**src/hdl/circular_doubly_linked_list_engine_unit_macros.svh**
```systemverilog
// Assertion macros for the circular doubly linked list engine.
// Each macro expects signals named clk and rst_n in the enclosing scope.
`ifndef CIRCULAR_DOUBLY_LINKED_LIST_ENGINE_UNIT_MACROS_SVH
`define CIRCULAR_DOUBLY_LINKED_LIST_ENGINE_UNIT_MACROS_SVH

// The consequent must hold in the same cycle as the antecedent.
`define CDLL_ASSERT_SAME(label, ante, cons, msg) \
    label: assert property (@(posedge clk) disable iff (!rst_n) (ante) |-> (cons)) \
        else $error(msg);

// The consequent must hold in the cycle after the antecedent.
`define CDLL_ASSERT_NEXT(label, ante, cons, msg) \
    label: assert property (@(posedge clk) disable iff (!rst_n) (ante) |=> (cons)) \
        else $error(msg);

`endif

```
**src/hdl/cdll_pkg.sv**
```systemverilog
// ----------------------------------------------------------------------------
// cdll_pkg
// Shared types and codes for the circular doubly linked list engine.
// ----------------------------------------------------------------------------
`timescale 1ns / 1ps
`default_nettype none

package cdll_pkg;

    localparam int OP_W        = 3;
    localparam int STATUS_W    = 2;
    localparam int ITEM_DATA_W = 32;
    localparam int COUNT_W     = 5;

    // Operation codes.
    localparam logic [OP_W-1:0] OP_INSERT_BACK  = 3'd0;
    localparam logic [OP_W-1:0] OP_INSERT_FRONT = 3'd1;
    localparam logic [OP_W-1:0] OP_FIRST        = 3'd2;
    localparam logic [OP_W-1:0] OP_NEXT         = 3'd3;
    localparam logic [OP_W-1:0] OP_PREV         = 3'd4;
    localparam logic [OP_W-1:0] OP_REMOVE       = 3'd5;

    // Status codes.
    localparam logic [STATUS_W-1:0] ST_OK    = 2'd0;
    localparam logic [STATUS_W-1:0] ST_EMPTY = 2'd1;
    localparam logic [STATUS_W-1:0] ST_FULL  = 2'd2;
    localparam logic [STATUS_W-1:0] ST_NOCUR = 2'd3;

    typedef struct packed {
        logic [OP_W-1:0]        operation;
        logic [ITEM_DATA_W-1:0] data_in;
    } req_item_t;

    typedef struct packed {
        logic [STATUS_W-1:0]    status;
        logic [ITEM_DATA_W-1:0] data_out;
        logic [COUNT_W-1:0]     count;
    } rsp_item_t;

    // Commands from the controller to the datapath.
    typedef struct packed {
        logic latch_req;
        logic issue_rd;
        logic step;
        logic link;
        logic fetch_cap;
        logic load_rsp;
    } dp_cmd_t;

    // Status from the datapath to the controller.
    typedef struct packed {
        logic skip;
        logic need_link;
        logic need_fetch;
    } dp_stat_t;

endpackage

`default_nettype wire

```
**src/hdl/circular_doubly_linked_list_engine_unit.sv**
```systemverilog
// ----------------------------------------------------------------------------
// circular_doubly_linked_list_engine_unit
// Circular doubly linked list with a cursor over a fixed node pool.
// ----------------------------------------------------------------------------
// Requests arrive on the req channel (operation, data_in) and each one yields
// exactly one transaction on the rsp channel (status, data_out, count).
// Both channels use valid and stall; a transaction completes on a clock edge
// with valid high and stall low.
// One request is worked on at a time. Refused requests and unused codes go from
// read straight to done; insert into an empty list, first and remove add a step
// state; insert into a non-empty list adds a link state, and next and previous
// add a fetch state. The next request can be taken in the cycle after the
// response is loaded.
// A finished response sits in an output register, and the engine accepts the
// next request while it waits. If the receiver stalls longer, a second
// response is held inside until the register is free.
// Reset empties the list, unsets the cursor and refills the free pool at once;
// node memories are not cleared.
// ----------------------------------------------------------------------------
`timescale 1ns / 1ps
`default_nettype none
`include "circular_doubly_linked_list_engine_unit_macros.svh"

module circular_doubly_linked_list_engine_unit #(
    parameter int ENTRIES    = 16,
    parameter int DATA_WIDTH = 32
) (
    input  wire logic                clk,
    input  wire logic                rst_n,
    input  wire logic                req_valid,
    output logic                     req_stall,
    input  wire cdll_pkg::req_item_t req,
    output logic                     rsp_valid,
    input  wire logic                rsp_stall,
    output cdll_pkg::rsp_item_t      rsp
);

    import cdll_pkg::*;

    dp_cmd_t  cmd;
    dp_stat_t stat;

    cdll_ctrl u_ctrl (
        .clk       (clk),
        .rst_n     (rst_n),
        .req_valid (req_valid),
        .req_stall (req_stall),
        .rsp_valid (rsp_valid),
        .rsp_stall (rsp_stall),
        .cmd       (cmd),
        .stat      (stat)
    );

    cdll_datapath #(
        .ENTRIES    (ENTRIES),
        .DATA_WIDTH (DATA_WIDTH)
    ) u_datapath (
        .clk   (clk),
        .rst_n (rst_n),
        .req   (req),
        .cmd   (cmd),
        .stat  (stat),
        .rsp   (rsp)
    );

    `CDLL_ASSERT_NEXT(a_busy_after_accept, req_valid && !req_stall, req_stall, "engine took a second request while busy")
    `CDLL_ASSERT_SAME(a_error_data_zero, rsp_valid && (rsp.status != ST_OK), rsp.data_out == '0, "error response carries data")
    `CDLL_ASSERT_SAME(a_empty_count_zero, rsp_valid && (rsp.status == ST_EMPTY), rsp.count == '0, "empty status with nonzero count")

endmodule

`default_nettype wire

```
**src/hdl/cdll_ctrl.sv**
```systemverilog
// ----------------------------------------------------------------------------
// cdll_ctrl
// Sequencer for one list operation and the response valid flag.
// ----------------------------------------------------------------------------
`timescale 1ns / 1ps
`default_nettype none

module cdll_ctrl (
    input  wire logic               clk,
    input  wire logic               rst_n,
    input  wire logic               req_valid,
    output logic                    req_stall,
    output logic                    rsp_valid,
    input  wire logic               rsp_stall,
    output cdll_pkg::dp_cmd_t       cmd,
    input  wire cdll_pkg::dp_stat_t stat
);

    import cdll_pkg::*;

    typedef enum logic [5:0] {
        S_IDLE  = 6'b000001,
        S_READ  = 6'b000010,
        S_STEP  = 6'b000100,
        S_LINK  = 6'b001000,
        S_FETCH = 6'b010000,
        S_DONE  = 6'b100000
    } state_t;

    state_t state_reg;
    state_t state_next;
    logic   rsp_valid_reg;
    logic   rsp_valid_next;

    always_comb
    begin
        state_next = state_reg;
        cmd        = '0;
        case (state_reg)
            S_IDLE:
            begin
                if (req_valid)
                begin
                    cmd.latch_req = 1'b1;
                    state_next    = S_READ;
                end
            end
            S_READ:
            begin
                cmd.issue_rd = 1'b1;
                state_next   = stat.skip ? S_DONE : S_STEP;
            end
            S_STEP:
            begin
                cmd.step = 1'b1;
                if (stat.need_link)
                begin
                    state_next = S_LINK;
                end
                else if (stat.need_fetch)
                begin
                    state_next = S_FETCH;
                end
                else
                begin
                    state_next = S_DONE;
                end
            end
            S_LINK:
            begin
                cmd.link   = 1'b1;
                state_next = S_DONE;
            end
            S_FETCH:
            begin
                cmd.fetch_cap = 1'b1;
                state_next    = S_DONE;
            end
            S_DONE:
            begin
                // The result waits here until the output register is free.
                if (!(rsp_valid_reg && rsp_stall))
                begin
                    cmd.load_rsp = 1'b1;
                    state_next   = S_IDLE;
                end
            end
            default:
            begin
                state_next = S_IDLE;
            end
        endcase
    end

    always_comb
    begin
        if (cmd.load_rsp)
        begin
            rsp_valid_next = 1'b1;
        end
        else if (!rsp_stall)
        begin
            rsp_valid_next = 1'b0;
        end
        else
        begin
            rsp_valid_next = rsp_valid_reg;
        end
    end

    always_ff @(posedge clk or negedge rst_n)
    begin
        if (!rst_n)
        begin
            state_reg     <= S_IDLE;
            rsp_valid_reg <= 1'b0;
        end
        else
        begin
            state_reg     <= state_next;
            rsp_valid_reg <= rsp_valid_next;
        end
    end

    assign req_stall = (state_reg != S_IDLE);
    assign rsp_valid = rsp_valid_reg;

endmodule

`default_nettype wire

```
**src/hdl/cdll_datapath.sv**
```systemverilog
// ----------------------------------------------------------------------------
// cdll_datapath
// Node pool memories, free stack, list pointers and response register.
// ----------------------------------------------------------------------------
`timescale 1ns / 1ps
`default_nettype none

module cdll_datapath #(
    parameter int ENTRIES    = 16,
    parameter int DATA_WIDTH = 32
) (
    input  wire logic                clk,
    input  wire logic                rst_n,
    input  wire cdll_pkg::req_item_t req,
    input  wire cdll_pkg::dp_cmd_t   cmd,
    output cdll_pkg::dp_stat_t       stat,
    output cdll_pkg::rsp_item_t      rsp
);

    import cdll_pkg::*;

    localparam int IW = $clog2(ENTRIES);
    localparam int CW = $clog2(ENTRIES + 1);

    // Memories.
    logic [DATA_WIDTH-1:0] node_mem [ENTRIES];
    logic [IW-1:0]         next_mem [ENTRIES];
    logic [IW-1:0]         prev_mem [ENTRIES];
    logic [IW-1:0]         fs_mem   [ENTRIES];

    logic [DATA_WIDTH-1:0] node_rd_reg;
    logic [IW-1:0]         next_rd_reg;
    logic [IW-1:0]         prev_rd_reg;
    logic [IW-1:0]         fs_rd_reg;

    // Transaction and list state.
    logic [OP_W-1:0]       op_reg;
    logic [DATA_WIDTH-1:0] din_reg;
    logic [IW-1:0]         new_reg;
    logic [IW-1:0]         head_reg;
    logic [IW-1:0]         cursor_reg;
    logic                  cur_valid_reg;
    logic [CW-1:0]         count_reg;
    logic [CW-1:0]         free_reg;
    logic [CW-1:0]         low_reg;
    logic [STATUS_W-1:0]   res_status_reg;
    logic [ITEM_DATA_W-1:0] res_data_reg;
    rsp_item_t             rsp_reg;

    // Decode and derived values.
    logic                  is_ins;
    logic                  is_first;
    logic                  is_step;
    logic                  is_rem;
    logic                  count_zero;
    logic [STATUS_W-1:0]   st_code;
    logic [CW-1:0]         pop_cnt;
    logic [IW-1:0]         new_idx;
    logic [IW-1:0]         link_sel;
    logic [63:0]           din_wide;
    logic [63:0]           node_wide;
    logic [ITEM_DATA_W-1:0] node_out;

    // Memory port controls.
    logic                  node_ren;
    logic [IW-1:0]         node_raddr;
    logic [IW-1:0]         prev_raddr;
    logic [IW-1:0]         fs_raddr;
    logic                  next_we;
    logic [IW-1:0]         next_waddr;
    logic [IW-1:0]         next_wdata;
    logic                  prev_we;
    logic [IW-1:0]         prev_waddr;
    logic [IW-1:0]         prev_wdata;
    logic                  node_we;
    logic                  fs_we;

    assign is_ins     = (op_reg == OP_INSERT_BACK) || (op_reg == OP_INSERT_FRONT);
    assign is_first   = (op_reg == OP_FIRST);
    assign is_step    = (op_reg == OP_NEXT) || (op_reg == OP_PREV);
    assign is_rem     = (op_reg == OP_REMOVE);
    assign count_zero = (count_reg == '0);

    assign din_wide  = 64'(req.data_in);
    assign node_wide = 64'(node_rd_reg);
    assign node_out  = node_wide[ITEM_DATA_W-1:0];

    // Slots below the lowest fill level ever reached were never written; their index stands for their content.
    assign pop_cnt  = free_reg - CW'(1);
    assign fs_raddr = pop_cnt[IW-1:0];
    assign new_idx  = (pop_cnt >= low_reg) ? fs_rd_reg : pop_cnt[IW-1:0];
    assign link_sel = (op_reg == OP_NEXT) ? next_rd_reg : prev_rd_reg;

    always_comb
    begin
        st_code         = ST_OK;
        stat.skip       = 1'b0;
        stat.need_link  = is_ins && !count_zero;
        stat.need_fetch = is_step;
        if (is_ins)
        begin
            if (free_reg == '0)
            begin
                st_code   = ST_FULL;
                stat.skip = 1'b1;
            end
        end
        else if (is_first)
        begin
            if (count_zero)
            begin
                st_code   = ST_EMPTY;
                stat.skip = 1'b1;
            end
        end
        else if (is_step || is_rem)
        begin
            if (count_zero)
            begin
                st_code   = ST_EMPTY;
                stat.skip = 1'b1;
            end
            else if (!cur_valid_reg)
            begin
                st_code   = ST_NOCUR;
                stat.skip = 1'b1;
            end
        end
        else
        begin
            stat.skip = 1'b1;
        end
    end

    // Read side.
    assign node_ren   = cmd.issue_rd || (cmd.step && is_step);
    assign node_raddr = cmd.step ? link_sel : (is_first ? head_reg : cursor_reg);
    assign prev_raddr = is_ins ? head_reg : cursor_reg;

    // Write side.
    assign node_we = cmd.step && is_ins;
    assign fs_we   = cmd.step && is_rem && (free_reg < CW'(ENTRIES));

    always_comb
    begin
        next_we    = 1'b0;
        next_waddr = new_idx;
        next_wdata = count_zero ? new_idx : head_reg;
        prev_we    = 1'b0;
        prev_waddr = new_idx;
        prev_wdata = count_zero ? new_idx : prev_rd_reg;
        if (cmd.step && is_ins)
        begin
            next_we = 1'b1;
            prev_we = 1'b1;
        end
        else if (cmd.link)
        begin
            // Splice the new node between the old tail and head.
            next_we    = 1'b1;
            next_waddr = prev_rd_reg;
            next_wdata = new_reg;
            prev_we    = 1'b1;
            prev_waddr = head_reg;
            prev_wdata = new_reg;
        end
        else if (cmd.step && is_rem)
        begin
            next_we    = 1'b1;
            next_waddr = prev_rd_reg;
            next_wdata = next_rd_reg;
            prev_we    = 1'b1;
            prev_waddr = next_rd_reg;
            prev_wdata = prev_rd_reg;
        end
    end

    always_ff @(posedge clk)
    begin
        if (node_we)
        begin
            node_mem[new_idx] <= din_reg;
        end
        if (node_ren)
        begin
            node_rd_reg <= node_mem[node_raddr];
        end
    end

    always_ff @(posedge clk)
    begin
        if (next_we)
        begin
            next_mem[next_waddr] <= next_wdata;
        end
        if (cmd.issue_rd)
        begin
            next_rd_reg <= next_mem[cursor_reg];
        end
    end

    always_ff @(posedge clk)
    begin
        if (prev_we)
        begin
            prev_mem[prev_waddr] <= prev_wdata;
        end
        if (cmd.issue_rd)
        begin
            prev_rd_reg <= prev_mem[prev_raddr];
        end
    end

    always_ff @(posedge clk)
    begin
        if (fs_we)
        begin
            fs_mem[free_reg[IW-1:0]] <= cursor_reg;
        end
        if (cmd.issue_rd)
        begin
            fs_rd_reg <= fs_mem[fs_raddr];
        end
    end

    // Payload registers.
    always_ff @(posedge clk)
    begin
        if (cmd.latch_req)
        begin
            op_reg  <= req.operation;
            din_reg <= din_wide[DATA_WIDTH-1:0];
        end
        if (cmd.step && is_ins)
        begin
            new_reg <= new_idx;
        end
        if (cmd.issue_rd)
        begin
            res_status_reg <= st_code;
            res_data_reg   <= '0;
        end
        else if ((cmd.step && (is_first || is_rem)) || cmd.fetch_cap)
        begin
            res_data_reg <= node_out;
        end
        if (cmd.load_rsp)
        begin
            rsp_reg.status   <= res_status_reg;
            rsp_reg.data_out <= res_data_reg;
            rsp_reg.count    <= COUNT_W'(count_reg);
        end
    end

    // List state.
    always_ff @(posedge clk or negedge rst_n)
    begin
        if (!rst_n)
        begin
            head_reg      <= '0;
            cursor_reg    <= '0;
            cur_valid_reg <= 1'b0;
            count_reg     <= '0;
            free_reg      <= CW'(ENTRIES);
            low_reg       <= CW'(ENTRIES);
        end
        else
        begin
            if (cmd.step && is_ins)
            begin
                free_reg  <= pop_cnt;
                low_reg   <= (pop_cnt < low_reg) ? pop_cnt : low_reg;
                count_reg <= count_reg + CW'(1);
                if (count_zero)
                begin
                    head_reg <= new_idx;
                end
            end
            if (cmd.link && (op_reg == OP_INSERT_FRONT))
            begin
                head_reg <= new_reg;
            end
            if (cmd.step && is_first)
            begin
                cursor_reg    <= head_reg;
                cur_valid_reg <= 1'b1;
            end
            if (cmd.step && is_step)
            begin
                cursor_reg <= link_sel;
            end
            if (cmd.step && is_rem)
            begin
                if (count_reg < CW'(2))
                begin
                    count_reg     <= '0;
                    cur_valid_reg <= 1'b0;
                    cursor_reg    <= '0;
                    head_reg      <= '0;
                end
                else
                begin
                    if (cursor_reg == head_reg)
                    begin
                        head_reg <= prev_rd_reg;
                    end
                    cursor_reg <= prev_rd_reg;
                    count_reg  <= count_reg - CW'(1);
                end
                if (free_reg < CW'(ENTRIES))
                begin
                    free_reg <= free_reg + CW'(1);
                end
            end
        end
    end

    assign rsp = rsp_reg;

endmodule

`default_nettype wire

```
**config.mk**
```make
export PLATFORM = sky130hd
export DESIGN_NAME = circular_doubly_linked_list_engine_unit
export DESIGN_NICKNAME = d
export VERILOG_FILES = /design/src/hdl/cdll_pkg.sv /design/src/hdl/circular_doubly_linked_list_engine_unit.sv /design/src/hdl/cdll_ctrl.sv /design/src/hdl/cdll_datapath.sv
export VERILOG_INCLUDE_DIRS = /design/src /design/src/hdl
export SDC_FILE = /design/constraint.sdc
export NUM_CORES = 1
export LEC_CHECK = 0
export BUFFER_PORTS_ARGS = -buffer_cell sky130_fd_sc_hd__buf_2
export CAP_MARGIN = 20
export CORE_ASPECT_RATIO = 0.8
export CORE_MARGIN = 8
export CORE_UTILIZATION = 30
export CTS_BUF_LIST = sky130_fd_sc_hd__clkbuf_4
export DETAILED_ROUTE_END_ITERATION = 8
export PLACE_DENSITY = 0.42
export SLEW_MARGIN = 0
export SYNTH_ARGS = -nofsm -noshare
export SYNTH_HDL_FRONTEND = slang
export SYNTH_SLANG_ARGS = --single-unit
```
**constraint.sdc**
```tcl
create_clock -name clk -period 7.7 [get_ports clk]
set_input_delay 1.155 -clock clk [delete_from_list [all_inputs] [get_ports clk]]
set_output_delay 1.155 -clock clk [all_outputs]
set_load 0.02 [all_outputs]
```
== After elaboration in Yosys (flattened, before gate mapping) ==
Memory sizes are Yosys's and may differ from the RTL's. A register that Yosys moved wholly into a read port is not among the register bits.
Cells that the tools add are included.
Word-level totals
  input port bits: 39
  bits in latches: 0
  ROM bits: 0
  memories: 4
  bits in writable memories: 704
  register bits after elaboration: 143
Memory list
  u_datapath.node_mem: words 16, bits a word 32, read ports 1, clocked after memory_dff 1, wr ports 1, line cdll_datapath.sv:26  | logic [DATA_WIDTH-1:0] node_mem [ENTRIES];
  u_datapath.fs_mem: words 16, bits a word 4, read ports 1, clocked after memory_dff 1, wr ports 1, line cdll_datapath.sv:29  | logic [IW-1:0] fs_mem [ENTRIES];
  u_datapath.next_mem: words 16, bits a word 4, read ports 1, clocked after memory_dff 1, wr ports 1, line cdll_datapath.sv:27  | logic [IW-1:0] next_mem [ENTRIES];
  u_datapath.prev_mem: words 16, bits a word 4, read ports 1, clocked after memory_dff 1, wr ports 1, line cdll_datapath.sv:28  | logic [IW-1:0] prev_mem [ENTRIES];
Cells by class
  divide/modulo/power cells: 0
  bitwise logic cells: 0
  mux-type cells: 76
  reductions and logical operators: 24
  equal/unequal tests: 16
  magnitude comparators: 4
  $mul: 0
  add/sub/neg operators: 4
  shift-type cells: 0
Operators with widths (count)
  $mux 4: 28
  $mux 1: 30
  $mux 5: 6
  $mux 6: 5
  $pmux 6 s5: 1
  $mux 2: 6
  $add 5x1->5 const B: 2
  $logic_not 5->1: 2
  $sub 5x1->5 const B: 2
  $logic_and 1x1->1: 9
  $eq 3x2->1 const B: 2
  $eq 3x3->1 const B: 2
  $eq 6x1->1 const B: 1
  $eq 6x2->1 const B: 1
  $eq 6x3->1 const B: 1
  $eq 6x4->1 const B: 1
  $eq 6x5->1 const B: 1
  $eq 6x6->1 const B: 1
  $logic_or 1x1->1: 6
  $ne 6x1->1 const B: 1
  $ge 5x5->1: 1
  $lt 5x2->1 const B: 1
  $lt 5x5->1: 1
  $lt 5x5->1 const B: 1
  10 further kinds: 12

== Logic depth before layout (Yosys ltp) ==
  depth after elaboration: 9
  depth in mapped cells: 14

== By module ==
Synthesis repeated with hierarchy kept, for this count alone.
Unflattened totals
  cells, all modules: 2035
  area, all modules: 34897.2 um^2
By module, submodules not included
  cdll_datapath: cells an instance 1993, area each 34483.1 um^2, instances 1, sequential area each 26107.5 um^2
  cdll_ctrl: cells an instance 42, area each 414.1 um^2, instances 1, sequential area each 176.4 um^2

== Least setup slack after synthesis ==
Ideal clock, no wire load.
  kind: reg-to-reg
  start point: register u_datapath.free_reg[0]
  end point: memory u_datapath.node_mem[12][0], enable pin
  stages on the path, launching flop included: 13
  arrival: 5.970 ns
  library setup time: 0.461 ns
  path slack: 1.269 ns
  path through: dfrtp_1 clkbuf_1 buf_2 inv_1 ha_1 xor2_1 ha_1 o211a_1 a21o_1 clkbuf_1 a21oi_1 inv_2 nor3_1
Between the ends
  cells in the longest elaborated chain, start to end: 3
Ends and longest elaborated chain
  start: declaration: line cdll_datapath.sv:44  | logic [CW-1:0] free_reg;
  start signal: assignment: line cdll_datapath.sv:264  | free_reg <= CW'(ENTRIES);
  start signal: assignment: line cdll_datapath.sv:271  | free_reg <= pop_cnt;
  start signal: assignment: line cdll_datapath.sv:312  | free_reg <= free_reg + CW'(1);
  $sub 5x1->5 *: line cdll_datapath.sv:89  | assign pop_cnt = free_reg - CW'(1);
  net u_datapath.pop_cnt[0]: line cdll_datapath.sv:57  | logic [CW-1:0] pop_cnt;
  $ge 5x5->1: line cdll_datapath.sv:91  | assign new_idx = (pop_cnt >= low_reg) ? fs_rd_reg : pop_cnt[IW-1:0];
  $mux 4 *: line cdll_datapath.sv:91
  net u_datapath.new_idx[0]: line cdll_datapath.sv:58  | logic [IW-1:0] new_idx;
  end: declaration: line cdll_datapath.sv:26
Mark *: on every way through the listed nets, which the timed path passes. The rest lies on a longest branch.

== Worst setup path in the final report ==
  start point: register u_datapath.free_reg[0]
  end point: memory u_datapath.node_mem[2][10], enable pin
Between the ends
  cells in the longest elaborated chain, start to end: 3
Ends and longest elaborated chain (line)
  $sub 5x1->5 *: cdll_datapath.sv:89
  net u_datapath.pop_cnt[0]: cdll_datapath.sv:57
  $ge 5x5->1: cdll_datapath.sv:91
  $mux 4 *: cdll_datapath.sv:91
Marked as above.

==> summary.md <==
| Metric | Value |
|---|---|
| Top cells by area, synth | edfxtp_1 71%, mux2i_1 8.2%, mux4_2 3.6% |
| GP Congestion | just over 0.8 |
| CTS tree | done |
| Final hold violation count | 0 |
| Post-CTS Resized | 0 |
| Worst setup path category | flip-flop to flip-flop |
| DIE WIDTH | approximately 400 um |
| Initial antenna violation count | 9 |
| Clock buffer depth | 3 |
| Most frequent cells in the layout | 828 x edfxtp_1, 323 x clkbuf_4, 286 x mux2i_1, 135 x o22ai_1, 109 x nand2_1 |
| Max FFs per register | between 500 and 600 |
| Total number of vias | between 15000 and 20000 |
| Sequential area share after synthesis | 0.7519 |
| Post-synthesis cell type count | 78 |
| DP Area | 0.03742 mm^2 |
| Area leader, netlist | edfxtp_1 |
| Slack of the critical path | roughly 2.3 ns |
| Worst EP arrival | ~6 ns |
| Share of the synthesized area in the top cell type | 0.7113 |
| Slowest CP cell | a21oi_1 |
| Starting Density | 0.3009 |
| RSZ-0062 raised after global routing | no |
| Max Clock Freq | 0.1847 GHz |
| Reg clk slew, reported paths | roughly 0.070 ns |
| Most common cell after layout, fill and taps aside | edfxtp_1 |
| FP Rows | about 110 |
| Tightest Pin Transition | 1.134 ns |
| H-tree depth | 4 |
| Post-synth ARST share | 0.03479 |
| Vias in the first global route | roughly 20000 |
| Maximum fanout along the worst path | 23 |
| Syn Nets | 2061 |
| Worst hold slack | approximately 0.17 ns |
| Die ar. | approximately 0.13 mm^2 |
| DR vias/cell | just under 5 |
| HP Class | input pin to asynchronous set/reset pin |
| Min cycle time layout | 5.413 ns |
| Largest Register | u_datapath.node_mem |
| First-pass GRT wire length | 138300 um |
| Worst reg-to-reg setup slack | between 2 and 2.5 ns |
| FF+latch count, synth | between 800 and 900 |
| CTS sink count | ~890 |
| Clock Latency Late Sink | about 1.2 ns |
| Post-synth EDFFs | 828 |
| DRT iter0 DRCs | 1459 |
| Ys Warns | 0 |
| Peak VDD IR | 0.0001972 V |
| Syn-to-layout area delta | 15.56% |
| Critical path required time | roughly 8.5 ns |
| Worst Clk Skew | around 0.067 ns |
| Pwr dens | roughly 300 mW/mm^2 |
| CP Cell Sequence | buf_4 -> inv_1 -> ha_1 -> xor2_1 -> ha_1 -> o211a_1 -> a21o_1 -> a21oi_1 -> nand3_1 -> nor2_4 -> buf_4 |
| Cells after synthesis | 2010 |
| Critical Path Source Type | flip-flop |
| I/O Pins | 80 |
| Drt first pass iters | 5 |
| DR WL/cell | 23.83 um |
| Nets | roughly 2300 |
| CP max stage delay | around 0.80 ns |
| Setup violations, final | 0 |
| Endpoint class of the critical path | flip-flop |
| Syn Area/Cell | between 15 and 20 um^2 |
| Routed WL | ~96000 um |
| Proportion of layout cells with a drive suffix above 1 | 0.2423 |
| DRC violations left | 0 |
| Grt ovf | 0 |
| Root buffer cell | clkbuf_4 |
| Post-DP HPWL | between 50000 and 60000 um |
| Final antenna-violating net count | 0 |
| Pleak | 0.01508 uW |
| Outcome | complete, no violations |
| Largest net degree at the start of global routing | about 120 |
| Post-Syn Area | between 0.03 and 0.04 mm^2 |
| Core box area | 0.1162 mm^2 |
| Post-synth top flop | edfxtp_1 |
| Worst path bufs/invs | 3 |
| Delay-heaviest family, CP | compound AO/OA/AOI/OAI gates |
| Die H | 321.3 um |
| Slew Limit Fails | 0 |
| Total track usage | 0.1480 |
| Num CTS Buffers | 221 |
| Slew headroom | 0.2415 |
| Final critical-path share of the clock period | 0.7030 |
| Count of input and output buffers | 79 |
| Post-route total power | around 12000 uW |
| Setup slack after placement | roughly 2.1 ns |
| Max-cap check violation count | 0 |
| Setup Fix Bufs, Post-CTS | 0 |
| Sum of negative setup slack | 0 ns |
| Final non-filler cell area | between 0.04 and 0.05 mm^2 |
-- metal layers --
| layer | track usage | share of wire |
|---|---|---|
| met1 | 0.2225 | 0.50 |
| met2 | 0.2017 | 0.41 |
| met3 | 0.04516 | 0.073 |
| met5 | 0 | 0 |
| met4 | 0.04702 | 0.020 |
-- stage by stage --
stage                       util  std cells
after CTS                 0.3473       3997
after floorplan                -       2010
after detailed placement  0.3222       3580
after global routing      0.3477       4009
after global placement    0.3209       3573
final                     0.3477       4010
-- cells in the mapped netlist (22+ instances only) --
| cell type | n |
|---|---|
| or4_1 | 34 |
| edfxtp_1 | 828 |
| dfxtp_1 | 32 |
| dfrtp_1 | 28 |
| buf_2 | 28 |
| clkbuf_1 | 41 |
| nor2_1 | 56 |
| o21ai_0 | 22 |
| mux4_2 | 56 |
| nand2_1 | 117 |
| a21oi_1 | 60 |
| o22ai_1 | 135 |
| mux2i_1 | 286 |
-- final cells by class --
type	count	area [um^2]
Fill cell	11160	75780
Sequential cell	891	26280
Multi-Input combinational cell	991	8193
Clock buffer	323	2425
Tap cell	1539	1926
Timing Repair Buffer	143	1005
Clock inverter	89	449.2
Inverter	23	86.33
Antenna cell	11	27.53
-- cell families (layout without fill, tap and decap cells) --
family	after synthesis	count (layout)	share of synthesized area
fa+ha+maj	12	12	0.004295
simple gates	331	331	0.04922
compound gates	286	286	0.05154
buf+inv	128	578	0.01915
flops	891	891	0.7519
mux	351	351	0.1211
other cells	0	11	0
xor+xnor	11	11	0.002756
-- power by group --
part           internal [uW]  switching (uW)  leakage (uW)
clock                   2030            1940       0.00169
combinational            549            1480       0.00512
sequential              5960             291       0.00827
total                   8540            3710        0.0151
-- final timing paths --
check,cells past startpoint,to,startpoint
worst max-delay path,11,u_datapath.node_mem[2][10],u_datapath.free_reg[0]
worst min-delay path,1,u_datapath.head_reg[1],rst_n
worst max register to register,11,u_datapath.node_mem[2][10],u_datapath.free_reg[0]
worst min register to register,0,u_datapath.rsp[9],u_datapath.res_data_reg[4]
max in group asynchronous,1,u_datapath.free_reg[2],rst_n
min in group clk,1,u_datapath.din_reg[18],req[18]
-- timing repair --
item                                    in CTS  in global routing
hold buffers                                 5                  0
hold endpoints to repair                     5                  0
endpoints found under the setup margin       0                  0
(Power assumes the default switching activity.)
